## config.mk

```make
export PLATFORM = sky130hd
export DESIGN_NAME = k_permutation_enumerator
export DESIGN_NICKNAME = d
export VERILOG_FILES = /design/src/hw/rtl/kpe_pkg.sv /design/src/hw/rtl/kpe_dp.sv /design/src/hw/rtl/kpe_ctrl.sv /design/src/hw/rtl/k_permutation_enumerator.sv
export SDC_FILE = /design/constraint.sdc
export NUM_CORES = 1
export LEC_CHECK = 0
export ABC_AREA = 1
export BUFFER_PORTS_ARGS = -buffer_cell sky130_fd_sc_hd__buf_4
export CAP_MARGIN = 15
export CORE_MARGIN = 3
export CORE_UTILIZATION = 30
export DETAILED_ROUTE_END_ITERATION = 8
export PLACE_DENSITY = 0.41
export SLEW_MARGIN = 30
export SYNTH_ARGS = -nofsm -noshare
export SYNTH_HDL_FRONTEND = slang
export SYNTH_SLANG_ARGS = --single-unit
export TNS_END_PERCENT = 50
```

## constraint.sdc

```tcl
create_clock -name clk -period 18.58 [get_ports clk]
set_clock_uncertainty 0.15 [all_clocks]
set_input_delay 4.645 -clock clk [delete_from_list [all_inputs] [get_ports clk]]
set_output_delay 4.645 -clock clk [all_outputs]
set_load 0.01 [all_outputs]
```

## src/hw/rtl/kpe_pkg.sv

```systemverilog
package kpe_pkg;

  localparam int MAX_WORDS = 32;
  localparam int MAX_PICK  = 16;
  localparam int RANK_W    = 48;
  localparam int DIG_W     = $clog2(MAX_WORDS);
  localparam int NCNT_W    = $clog2(MAX_WORDS + 1);
  localparam int PIDX_W    = $clog2(MAX_PICK);
  localparam int KCNT_W    = $clog2(MAX_PICK + 1);
  localparam int BIT_W     = $clog2(RANK_W);

  localparam logic [3:0] REG_WORD_TOTAL = 4'd0;
  localparam logic [3:0] REG_PICK_COUNT = 4'd1;
  localparam logic [3:0] REG_START_RANK = 4'd2;
  localparam logic [3:0] REG_RUN_LENGTH = 4'd3;

  typedef enum logic [3:0] {
    OP_NONE,
    OP_LOAD,
    OP_DIV,
    OP_DIVLAST,
    OP_ROW,
    OP_CMP,
    OP_WSHIFT,
    OP_PREP,
    OP_OUT,
    OP_ADV
  } op_t;

  typedef struct packed {
    op_t               op;
    logic [PIDX_W-1:0] addr;
  } cmd_t;

  typedef struct packed {
    logic [KCNT_W-1:0] k;
  } sts_t;

endpackage

```

## src/hw/rtl/kpe_dp.sv

```systemverilog
module kpe_dp (
  input  logic                      clk,
  input  logic                      rst_n,
  input  logic                      cfg_we,
  input  logic [3:0]                cfg_index,
  input  logic [47:0]               cfg_data,
  input  kpe_pkg::cmd_t             cmd,
  output kpe_pkg::sts_t             sts,
  output logic [3:0]                out_position,
  output logic [4:0]                out_word_index,
  output logic                      out_last,
  output logic                      out_wrapped,
  output logic                      out_run_done
);

  localparam int DW = kpe_pkg::DIG_W;
  localparam int NW = kpe_pkg::NCNT_W;
  localparam int KW = kpe_pkg::KCNT_W;
  localparam int PW = kpe_pkg::PIDX_W;
  localparam int RW = kpe_pkg::RANK_W;
  localparam int MP = kpe_pkg::MAX_PICK;

  logic [5:0]    word_total_r;
  logic [4:0]    pick_count_r;
  logic [RW-1:0] start_rank_r;
  logic [RW-1:0] run_length_r;

  logic [DW-1:0] digits_r [MP];
  logic [PW-1:0] shifts_r [MP];
  logic [RW-1:0] count_r;
  logic [RW-1:0] rank_r;
  logic [NW-1:0] base_r;
  logic [NW-1:0] rem_r;
  logic [DW-1:0] di_r;
  logic [PW-1:0] s_r;
  logic          done_r;
  logic          wrap_r;
  logic [3:0]    pos_r;
  logic [4:0]    widx_r;
  logic          last_r;

  logic [NW-1:0] n_eff;
  logic [KW-1:0] k_eff;
  logic [DW-1:0] rd_digit;
  logic [NW:0]   rem_sh;
  logic          rem_ge;
  logic [NW:0]   rem_new;
  logic [DW:0]   cmp_rhs;
  logic [RW-1:0] count_inc;
  logic [MP-1:0] sat;
  logic [MP:0]   carry;

  // Effective n and k after clamping.
  always_comb begin
    if (word_total_r == 6'd0) begin
      n_eff = NW'(1);
    end else if (NW'(word_total_r) > NW'(kpe_pkg::MAX_WORDS) ||
                 word_total_r > 6'(kpe_pkg::MAX_WORDS)) begin
      n_eff = NW'(kpe_pkg::MAX_WORDS);
    end else begin
      n_eff = NW'(word_total_r);
    end
    if (pick_count_r == 5'd0) begin
      k_eff = KW'(1);
    end else if (pick_count_r > 5'(MP)) begin
      k_eff = KW'(MP);
    end else begin
      k_eff = KW'(pick_count_r);
    end
    if (NW'(k_eff) > n_eff) begin
      k_eff = KW'(n_eff);
    end
  end

  assign sts.k = k_eff;

  assign rd_digit = digits_r[cmd.addr];

  // One step of restoring division of the rank by the current base.
  assign rem_sh  = {rem_r, rank_r[RW-1]};
  assign rem_ge  = rem_sh >= {1'b0, base_r};
  assign rem_new = rem_ge ? (rem_sh - {1'b0, base_r}) : rem_sh;

  assign cmp_rhs   = {1'b0, di_r} + (DW+1)'(s_r);
  assign count_inc = (count_r == {RW{1'b1}}) ? count_r : count_r + RW'(1);

  // A digit is saturated when it sits at or above its largest value n-k+i.
  always_comb begin
    carry[0] = 1'b1;
    for (int i = 0; i < MP; i++) begin
      sat[i] = (KW'(i) < k_eff) &&
               (NW'(digits_r[i]) >= (n_eff - NW'(k_eff) + NW'(i)));
      carry[i+1] = carry[i] & sat[i];
    end
  end

  always_ff @(posedge clk) begin
    if (!rst_n) begin
      word_total_r <= 6'd1;
      pick_count_r <= 5'd1;
      start_rank_r <= '0;
      run_length_r <= '0;
      count_r      <= '0;
      for (int i = 0; i < MP; i++) begin
        digits_r[i] <= '0;
        shifts_r[i] <= '0;
      end
    end else begin
      if (cfg_we) begin
        unique case (cfg_index)
          kpe_pkg::REG_WORD_TOTAL: word_total_r <= cfg_data[5:0];
          kpe_pkg::REG_PICK_COUNT: pick_count_r <= cfg_data[4:0];
          kpe_pkg::REG_START_RANK: start_rank_r <= cfg_data;
          kpe_pkg::REG_RUN_LENGTH: run_length_r <= cfg_data;
          default: ;
        endcase
      end
      unique case (cmd.op)
        kpe_pkg::OP_LOAD:    count_r <= '0;
        kpe_pkg::OP_DIVLAST: digits_r[cmd.addr] <= rem_new[DW-1:0];
        kpe_pkg::OP_WSHIFT:  shifts_r[cmd.addr] <= s_r;
        kpe_pkg::OP_PREP:    count_r <= count_inc;
        kpe_pkg::OP_ADV: begin
          for (int i = 0; i < MP; i++) begin
            if (KW'(i) < k_eff && carry[i]) begin
              digits_r[i] <= sat[i] ? '0 : digits_r[i] + DW'(1);
            end
          end
        end
        default: ;
      endcase
    end
  end

  always_ff @(posedge clk) begin
    unique case (cmd.op)
      kpe_pkg::OP_LOAD: begin
        rank_r <= start_rank_r;
        base_r <= n_eff - NW'(k_eff) + NW'(1);
        rem_r  <= '0;
      end
      kpe_pkg::OP_DIV: begin
        rank_r <= {rank_r[RW-2:0], rem_ge};
        rem_r  <= rem_new[NW-1:0];
      end
      kpe_pkg::OP_DIVLAST: begin
        rank_r <= {rank_r[RW-2:0], rem_ge};
        rem_r  <= '0;
        base_r <= base_r + NW'(1);
      end
      kpe_pkg::OP_ROW: begin
        di_r <= rd_digit;
        s_r  <= '0;
      end
      kpe_pkg::OP_CMP: begin
        if ({1'b0, rd_digit} <= cmp_rhs) begin
          s_r <= s_r + PW'(1);
        end
      end
      kpe_pkg::OP_PREP: begin
        done_r <= count_inc >= run_length_r;
        wrap_r <= carry[k_eff];
      end
      kpe_pkg::OP_OUT: begin
        pos_r  <= 4'(cmd.addr);
        widx_r <= 5'(rd_digit + DW'(shifts_r[cmd.addr]));
        last_r <= (KW'(cmd.addr) + KW'(1)) == k_eff;
      end
      default: ;
    endcase
  end

  assign out_position   = pos_r;
  assign out_word_index = widx_r;
  assign out_last       = last_r;
  assign out_wrapped    = wrap_r;
  assign out_run_done   = done_r;

endmodule

```

## src/hw/rtl/kpe_ctrl.sv

```systemverilog
module kpe_ctrl (
  input  logic          clk,
  input  logic          rst_n,
  input  logic          in_valid,
  input  logic          in_restart,
  output logic          in_ready,
  output logic          out_valid,
  input  logic          out_ready,
  input  kpe_pkg::sts_t sts,
  output kpe_pkg::cmd_t cmd
);

  localparam int KW = kpe_pkg::KCNT_W;
  localparam int PW = kpe_pkg::PIDX_W;
  localparam int BW = kpe_pkg::BIT_W;

  typedef enum logic [2:0] {
    S_IDLE, S_DIV, S_ROW, S_CMP, S_PREP, S_EMIT, S_ADV
  } state_t;

  state_t        state_r, state_nxt;
  logic [PW-1:0] i_r, i_nxt;
  logic [KW-1:0] j_r, j_nxt;
  logic [BW-1:0] bit_r, bit_nxt;
  logic [PW-1:0] pos_r, pos_nxt;
  logic          after_adv_r, after_adv_nxt;
  logic          out_valid_r, out_valid_nxt;
  logic          i_last;

  assign i_last = (KW'(i_r) + KW'(1)) == sts.k;

  always_comb begin
    state_nxt     = state_r;
    i_nxt         = i_r;
    j_nxt         = j_r;
    bit_nxt       = bit_r;
    pos_nxt       = pos_r;
    after_adv_nxt = after_adv_r;
    out_valid_nxt = out_valid_r & ~out_ready;
    cmd.op        = kpe_pkg::OP_NONE;
    cmd.addr      = '0;
    unique case (state_r)
      S_IDLE: begin
        if (in_valid) begin
          if (in_restart) begin
            cmd.op    = kpe_pkg::OP_LOAD;
            i_nxt     = '0;
            bit_nxt   = '0;
            state_nxt = S_DIV;
          end else begin
            state_nxt = S_PREP;
          end
        end
      end
      S_DIV: begin
        cmd.addr = i_r;
        if (bit_r == BW'(kpe_pkg::RANK_W - 1)) begin
          cmd.op  = kpe_pkg::OP_DIVLAST;
          bit_nxt = '0;
          if (i_last) begin
            i_nxt         = '0;
            after_adv_nxt = 1'b0;
            state_nxt     = S_ROW;
          end else begin
            i_nxt = i_r + PW'(1);
          end
        end else begin
          cmd.op  = kpe_pkg::OP_DIV;
          bit_nxt = bit_r + BW'(1);
        end
      end
      S_ROW: begin
        cmd.op    = kpe_pkg::OP_ROW;
        cmd.addr  = i_r;
        j_nxt     = KW'(i_r) + KW'(1);
        state_nxt = S_CMP;
      end
      S_CMP: begin
        if (j_r < sts.k) begin
          cmd.op   = kpe_pkg::OP_CMP;
          cmd.addr = j_r[PW-1:0];
          j_nxt    = j_r + KW'(1);
        end else begin
          cmd.op   = kpe_pkg::OP_WSHIFT;
          cmd.addr = i_r;
          if (i_last) begin
            i_nxt     = '0;
            state_nxt = after_adv_r ? S_IDLE : S_PREP;
          end else begin
            i_nxt     = i_r + PW'(1);
            state_nxt = S_ROW;
          end
        end
      end
      S_PREP: begin
        // The wrap and run flags are shared with a word that may still be held.
        if (!out_valid_r || out_ready) begin
          cmd.op    = kpe_pkg::OP_PREP;
          pos_nxt   = '0;
          state_nxt = S_EMIT;
        end
      end
      S_EMIT: begin
        cmd.addr = pos_r;
        if (!out_valid_r || out_ready) begin
          cmd.op        = kpe_pkg::OP_OUT;
          out_valid_nxt = 1'b1;
          if ((KW'(pos_r) + KW'(1)) == sts.k) begin
            state_nxt = S_ADV;
          end else begin
            pos_nxt = pos_r + PW'(1);
          end
        end
      end
      S_ADV: begin
        cmd.op        = kpe_pkg::OP_ADV;
        i_nxt         = '0;
        after_adv_nxt = 1'b1;
        state_nxt     = S_ROW;
      end
      default: state_nxt = S_IDLE;
    endcase
  end

  always_ff @(posedge clk) begin
    if (!rst_n) begin
      state_r     <= S_IDLE;
      i_r         <= '0;
      j_r         <= '0;
      bit_r       <= '0;
      pos_r       <= '0;
      after_adv_r <= 1'b0;
      out_valid_r <= 1'b0;
    end else begin
      state_r     <= state_nxt;
      i_r         <= i_nxt;
      j_r         <= j_nxt;
      bit_r       <= bit_nxt;
      pos_r       <= pos_nxt;
      after_adv_r <= after_adv_nxt;
      out_valid_r <= out_valid_nxt;
    end
  end

  assign in_ready  = (state_r == S_IDLE);
  assign out_valid = out_valid_r;

  a_busy_after_accept: assert property (@(posedge clk) disable iff (!rst_n)
    in_valid && in_ready |=> !in_ready)
    else $error("input taken while a word sequence was starting");

  a_out_hold: assert property (@(posedge clk) disable iff (!rst_n)
    out_valid && !out_ready |=> out_valid)
    else $error("output word dropped while stalled");

  a_pos_range: assert property (@(posedge clk) disable iff (!rst_n)
    state_r == S_EMIT |-> (KW'(pos_r) < sts.k))
    else $error("emit position beyond pick count");

endmodule

```

## src/hw/rtl/k_permutation_enumerator.sv

```systemverilog
// k-permutation enumerator: steps through ordered selections of k distinct
// word indices out of n.
// Configuration: cfg_valid/cfg_ready/cfg_index/cfg_data write register
// cfg_index (0 word_total, 1 pick_count, 2 start_rank, 3 run_length);
// cfg_ready is always high. Write only while the block is idle.
// Input: one word per request; in_tdata[0] is restart.
// Output: k words per request, one per position, tlast on the final one.
// A restart first unranks the start rank (one bit of the 48-bit rank
// division per cycle, per digit) and then updates the shifts. Every
// request then passes through an accept step, a prepare step, one output
// word per cycle while the receiver does not stall, an advance step and
// an update of the shifts again. The sequencer handles one request at a
// time; in_tready is high only when it is idle.
// When the receiver stalls, the held output word stays put and the
// sequencer waits. The last output word may still be waiting while the next
// request is accepted; that request's emission waits until it is taken.
// Reset (rst_n low, synchronous) clears digits, shifts, the run counter and
// the configuration registers to their defaults; there is no clearing pass.
module k_permutation_enumerator (
  input  logic        clk,
  input  logic        rst_n,
  input  logic        in_tvalid,
  output logic        in_tready,
  input  logic [7:0]  in_tdata,   // [0] restart
  output logic        out_tvalid,
  input  logic        out_tready,
  output logic [15:0] out_tdata,  // [3:0] position, [8:4] word_index,
                                  // [9] wrapped, [10] run_done
  output logic        out_tlast,
  input  logic        cfg_valid,
  output logic        cfg_ready,
  input  logic [3:0]  cfg_index,
  input  logic [47:0] cfg_data
);

  kpe_pkg::cmd_t cmd;
  kpe_pkg::sts_t sts;
  logic [3:0]    position;
  logic [4:0]    word_index;
  logic          wrapped;
  logic          run_done;

  assign cfg_ready = 1'b1;

  kpe_ctrl u_ctrl (
    .clk        (clk),
    .rst_n      (rst_n),
    .in_valid   (in_tvalid),
    .in_restart (in_tdata[0]),
    .in_ready   (in_tready),
    .out_valid  (out_tvalid),
    .out_ready  (out_tready),
    .sts        (sts),
    .cmd        (cmd)
  );

  kpe_dp u_dp (
    .clk            (clk),
    .rst_n          (rst_n),
    .cfg_we         (cfg_valid & cfg_ready),
    .cfg_index      (cfg_index),
    .cfg_data       (cfg_data),
    .cmd            (cmd),
    .sts            (sts),
    .out_position   (position),
    .out_word_index (word_index),
    .out_last       (out_tlast),
    .out_wrapped    (wrapped),
    .out_run_done   (run_done)
  );

  assign out_tdata = {5'd0, run_done, wrapped, word_index, position};

endmodule
```

=== After elaboration in Yosys (flattened, before gate mapping) ===
Memory sizes are Yosys's and may differ from the RTL's.
Index checks and enable logic that the tools add are counted.

* Memory bits (writable): 144
* Bits in registers: 260
* Input bits: 65
* Output and inout port bits: 20
* Memories: 2
* Word-level logic and storage cells: 403

{| class="wikitable"
|+ Memory list
! name !! depth !! width !! rd ports !! clocked after Yosys merged registers in !! wr ports !! line !! RTL
|-
| u_dp.digits_r || 16 || 5 || 17 || 0 || 16 || kpe_dp.sv:28 || <nowiki>logic [DW-1:0] digits_r [MP];</nowiki>
|-
| u_dp.shifts_r || 16 || 4 || 1 || 0 || 16 || kpe_dp.sv:29 || <nowiki>logic [PW-1:0] shifts_r [MP];</nowiki>
|}

* Bitwise operators: 33
* Add/sub/neg operators: 45
* Reductions and logical operators: 63
* Mux-type cells: 164
* Order comparisons: 40
* Eq/ne operators: 34

{| class="wikitable"
|+ Operators by type and width
! kind !! number
|-
| one-hot mux 48 bit (2 select lines) || 2
|-
| two-way mux 5 bit || 37
|-
| >= comparator 5 x 6 -> 1 bit || 16
|-
| adder 5 x 1 -> 5 bit, second input constant || 17
|-
| two-way mux 1 bit || 80
|-
| two-way mux 4 bit || 14
|-
| adder 48 x 1 -> 48 bit, second input constant || 1
|-
| adder 6 x 4 -> 6 bit, second input constant || 8
|-
| == test 48 bit, second input constant || 1
|-
| >= comparator 48 bit || 1
|-
| two-way mux 48 bit || 1
|-
| two-way mux 6 bit || 7
|-
| less-than comparator 4 x 5 -> 1 bit, first input constant || 8
|-
| one-hot mux 6 bit (2 select lines) || 3
|-
| two-way mux 3 bit || 11
|-
| logical AND 1 bit || 31
|-
| one-hot mux 4 bit (7 select lines) || 1
|-
| adder 6 x 3 -> 6 bit, second input constant || 4
|-
| one-hot mux 3 bit (7 select lines) || 1
|-
| less-than comparator 3 x 5 -> 1 bit, first input constant || 4
|-
| adder 6 x 1 -> 6 bit, second input constant || 3
|-
| nonzero test 2 bit || 9
|-
| AND 1 bit || 16
|-
| == test 4 x 2 -> 1 bit, second input constant || 4
|-
| 49 further kinds || 99
|}

=== Longest topological paths before layout ===
* Word-level depth: 29
* Mapped depth: 42
* Mapped depth without buffers: 42

=== Modules after synthesis ===
A second synthesis with hierarchy kept.

* Cells, all modules: 3180
* Area total of the unflattened synthesis: 25374.3 um2

{| class="wikitable"
|+ Modules (own cells, without submodules)
! module !! seq. area each (um2) !! area each (um2) !! cells each !! instances
|-
| kpe_dp || 9859.5 || 23450.0 || 2882 || 1
|-
| kpe_ctrl || 480.5 || 1856.8 || 288 || 1
|-
| k_permutation_enumerator || 0.0 || 67.6 || 10 || 1
|}

=== Worst setup path after synthesis ===
No wires, ideal clock.

* Path kind: in2reg
* Start point: in in_tdata[0]
* End point: reg u_dp.rank_r[0], enable pin
* Slack: 12.127 ns
* Stages on the path: 4
* Setup time: 0.406 ns
* Buffers on the path: 0
* Arrival: 5.897 ns
* Data required time: 18.024 ns
* Path through: nand2_1 > nor2_1 > inv_1 > nand2_1

* Word-level cells in the longest chain between the ends: 6
* Elaborated cells on any way between the ends: 8
* Those cells by class: 3 x eq/ne; 3 x mux; 2 x reduce/logical

{| class="wikitable"
|+ Ends and longest elaborated chain
! what !! line !! RTL
|-
| start, declared || k_permutation_enumerator.sv:24 || <nowiki>input logic [7:0] in_tdata,</nowiki>
|-
| two-way mux 1 bit (*) || kpe_ctrl.sv:45 || <nowiki>if (in_restart) begin</nowiki>
|-
| two-way mux 4 bit (*) || kpe_ctrl.sv:44 || <nowiki>if (in_valid) begin</nowiki>
|-
| one-hot mux 4 bit (7 select lines) (*) || kpe_ctrl.sv:42 || <nowiki>unique case (state_r)</nowiki>
|-
| == test 4 x 2 -> 1 bit || kpe_dp.sv:136 || <nowiki>unique case (cmd.op)</nowiki>
|-
| OR reduction 2 bit (no line) || n/a ||
|-
| nonzero test 2 bit (no line) (*) || n/a ||
|-
| end signal, assigned || kpe_dp.sv:138 || <nowiki>rank_r <= start_rank_r;</nowiki>
|-
| end signal, assigned || kpe_dp.sv:143 || <nowiki>rank_r <= {rank_r[RW-2:0], rem_ge};</nowiki>
|-
| end signal, assigned || kpe_dp.sv:147 || <nowiki>rank_r <= {rank_r[RW-2:0], rem_ge};</nowiki>
|-
| end, declared || kpe_dp.sv:31 || <nowiki>logic [RW-1:0] rank_r;</nowiki>
|}

Mark *: on every way between the ends. The rest lies on a longest branch, timed or not.
A chain may end at the register's enable or synchronous reset.

==> impl_metrics.tcl <==
set metrics [dict create \
    status "finished clean" \
    startpoint_type "flop" \
    worst_pin_slew_ns 0.9395 \
    worstHoldStart "u_dp.start_rank_r[20]" \
    cap_viol_max_count 0 \
    dpl_cell_area_um2 26460 \
    p_per_area_nw_per_um2 112.0 \
    finalCritPeriodShare 0.4380 \
    cts_resized 0 \
    finalSetupViolCount 0 \
    h-tree-depth 2 \
    top_layer "met4" \
    r2r_slack_ns 10.44 \
    ant_nets 0 \
    wirelength_met1_um 34950 \
    cts_tree "yes" \
    post-place-ws_ns 10.44 \
    setup_tns_ns 0 \
    via_per_inst 5.008 \
    worstSetupPathType "flop to flop" \
    gp_congestion 0.8608 \
    syn2layout_area_growth_pct 13.22 \
    leakage_uw 0.01155 \
    reg2reg_to "u_dp.digits_r[14][1]" \
    arrival_ns 8.22 \
    numClockSinks 404 \
    synth_top_cells_by_area "edfxtp_1 (27%), dfxtp_1 (14%), ha_1 (10%), nand2_1 (8.9%), o21ai_0 (5.5%)" \
    worst_path_most_repeated_cell "nand2_1" \
    reg2reg_depth 33 \
    hold_class "flop to flop" \
    holdBufCountCts 0 \
    place_hpwl_um 57540 \
    dr_wl_met2_um 39010 \
    grt_max_degree 97 \
    syn-cell-area_um2 24830 \
    clkTransAtPathRegs_ns 0.07 \
    met3WireLength_um 3733 \
    grt_pass1_vias 20710 \
    hold_viol 0 \
    irDropWorstVdd_mv 0.08653 \
    ys_seq_area_frac 0.4164 \
    synth.distinct_cells 59 \
    worstSetupStartpoint "u_dp.word_total_r[0]" \
    drive_gt1_frac 0.07959 \
    crit_path_end_kind "flop" \
    grt_pass1_wl_um 122900 \
    drc_errors 0 \
    die_w_um 293.7 \
    worstHoldPathCells 2 \
    p_comb_frac 0.334 \
    grt_use_total 0.1841 \
    drt_iter0_markers 1305 \
    syn_inst 3062 \
    crit_slowest_cell "xor2_1" \
    required_ns 18.66 \
    dr_total_vias 21040 \
    fp.dieH_um 293.7 \
    clk_latency_ns 0.61 \
    routedWlPerCell_um 19.11 \
    dieArea_um2 86270 \
    clockRootBuffer "clkbuf_16" \
    ys_ff_latch 404 \
    nets 3371 \
    power_frac_seq 0.355 \
    detail_route.wirelength_um 80290 \
    start_util 0.3058 \
    yosysTopAreaCell "edfxtp_1" \
    synth_largest_type_area_fraction 0.2721 \
    drt_pre_antenna_iters 6 \
    yosysWarnings 0 \
    core_um2 81200 \
    antenna_found_initial 0 \
    cts_buffers 50 \
    cp_slowest_stage_delay_ns 0.77 \
    switching_share 0.3821 \
    r2r_start "u_dp.word_total_r[0]" \
    fin_ws_ns 10.44 \
    worst-path-max-fanout 10 \
    post_cts.repair.setup_buffers 0 \
    cts_max_path_buffers 3 \
    row_count 104 \
    numPortBuffers 71 \
    hold_end "u_dp.start_rank_r[20]" \
    grt_setup_unrepaired "false" \
    clkPwrFrac 0.311 \
    fin_crit_ns 8.139 \
    p_int_uw 1946 \
    slew_viol_final 0 \
    p_switching_uw 1204 \
    overflow 0 \
    ios 85 \
    relSlewSlack 0.3713 \
    syn_area_per_cell_um2 8.110 \
    max_freq_ghz 0.1229 \
    final_cell_area_um2 28120 \
]
## state kept, by name, indices dropped and copies added, names as in the netlist, 6 cells and up
signal / cells
u_dp.shifts_r: 64
u_ctrl.bit_r: 6
u_dp.word_total_r: 6
u_dp.rank_r: 48
u_dp.start_rank_r: 48
u_dp.rem_r: 6
u_dp.digits_r: 80
u_dp.base_r: 6
u_dp.run_length_r: 48
u_dp.count_r: 48
## power by group through the flow
stage / combinational (µW) / sequential, µW / clock (µW)
finish: 1050 / 1120 / 978
global route: 1180 / 1130 / 1040
CTS: 1070 / 1120 / 1010
detailed placement: 1060 / 1140 / 0
global placement: 1030 / 1140 / 0
floorplan: 645 / 1120 / 0
## cells by family (layout without fill, tap and decap cells)
| family | count (synthesis) | after routing | share of synthesized area |
|---|---|---|---|
| xor gates and xnor gates | 141 | 141 | 0.04973 |
| other | 2 | 7 | 0.0003024 |
| buffers and inverters | 493 | 568 | 0.07784 |
| AOI/OAI and AO/OA | 716 | 716 | 0.1631 |
| and+or+nand+nor | 1098 | 1098 | 0.1868 |
| muxes | 2 | 2 | 0.0008062 |
| DFF | 404 | 404 | 0.4164 |
| adders and majority gates | 206 | 206 | 0.1050 |
## cell type report
class | instances | area [µm²]
Antenna cell | 1 | 2.502
Sequential cell | 404 | 10340
Fill cell | 8541 | 53080
Multi-Input combinational cell | 2169 | 12630
Timing Repair Buffer | 99 | 779.5
Inverter | 376 | 1416
Tap cell | 1060 | 1326
Clock inverter | 24 | 222.7
Clock buffer | 69 | 1404
## metrics by stage
stage,total power (µW),hold WS (ns),utilization,cells
global placement,2163,0.2836,0.3255,4106
finish,3150,0.2952,0.3463,4202
detailed placement,2198,0.2895,0.3259,4107
floorplan,1762,0.2745,-,3066
global route,3348,0.3116,0.3462,4201
CTS,3193,0.2983,0.3459,4200
## cell usage in the layout (no fill, tap or decap), types with 16 or more instances in the layout
cell type | synthesis | routed
clkbuf_16 | 0 | 51
or2_2 | 16 | 16
a211oi_1 | 20 | 20
nand2_1 | 592 | 591
xnor2_1 | 45 | 45
clkinv_2 | 1 | 16
nand3_1 | 148 | 147
nor2_1 | 236 | 233
dfxtp_1 | 179 | 179
buf_4 | 11 | 96
nand4_1 | 36 | 36
nor3_1 | 31 | 31
a22o_1 | 18 | 18
edfxtp_1 | 225 | 225
xor2_1 | 96 | 96
ha_1 | 202 | 202
a21boi_0 | 18 | 18
o22ai_1 | 43 | 43
a21oi_1 | 265 | 265
inv_1 | 360 | 360
o21ai_0 | 274 | 274
## worst max-delay path, delay by kind of cell (launching register included)
family	cells	cell delay, ns
and+or+nand+nor	19	2.55
adders and majority gates	5	1.83
AOI/OAI and AO/OA	4	1.11
buffers and inverters	4	1.00
xor gates and xnor gates	1	0.77
DFF	1	0.33
## worst max path at each step
stage	endpoint	slack [ns]
floorplan	u_dp.rank_r[0]	12.13
global placement	u_dp.digits_r[14][2]	10.44
detailed placement	u_dp.digits_r[14][3]	10.44
CTS	u_dp.digits_r[14][1]	10.44
global route	u_dp.digits_r[14][1]	9.89
finish	u_dp.digits_r[14][1]	10.44
## synthesized netlist by cell type (all sizes together)
cell       n
a211oi    20
a21boi    18
a21o       4
a21oi    268
a221oi     2
a22o      18
a31oi      8
and3       1
buf       34
clkbuf    83
clkinv     2
conb       2
dfxtp    179
edfxtp   225
fa         4
ha       202
inv      374
mux2i      2
nand2    605
nand3    151
nand3b     2
nand4     37
nor2     245
nor3      33
nor3b      1
nor4       7
o2111ai    1
o211a      2
o211ai    10
o21a      15
o21ai    283
o21bai     1
o221a      3
o221ai     1
o22ai     44
o31ai      3
o32ai     15
or2       16
xnor2     45
xor2      96
## per-layer routing
| layer | track usage | vias to the layer above |
|---|---|---|
| li1 | - | 10440 |
| met2 | 0.3235 | 455 |
| met5 | 0 | - |
| met4 | 0.05988 | 0 |
| met3 | 0.02528 | 124 |
| met1 | 0.2331 | 10030 |
Note: power is estimated with default switching activity, not from simulation.
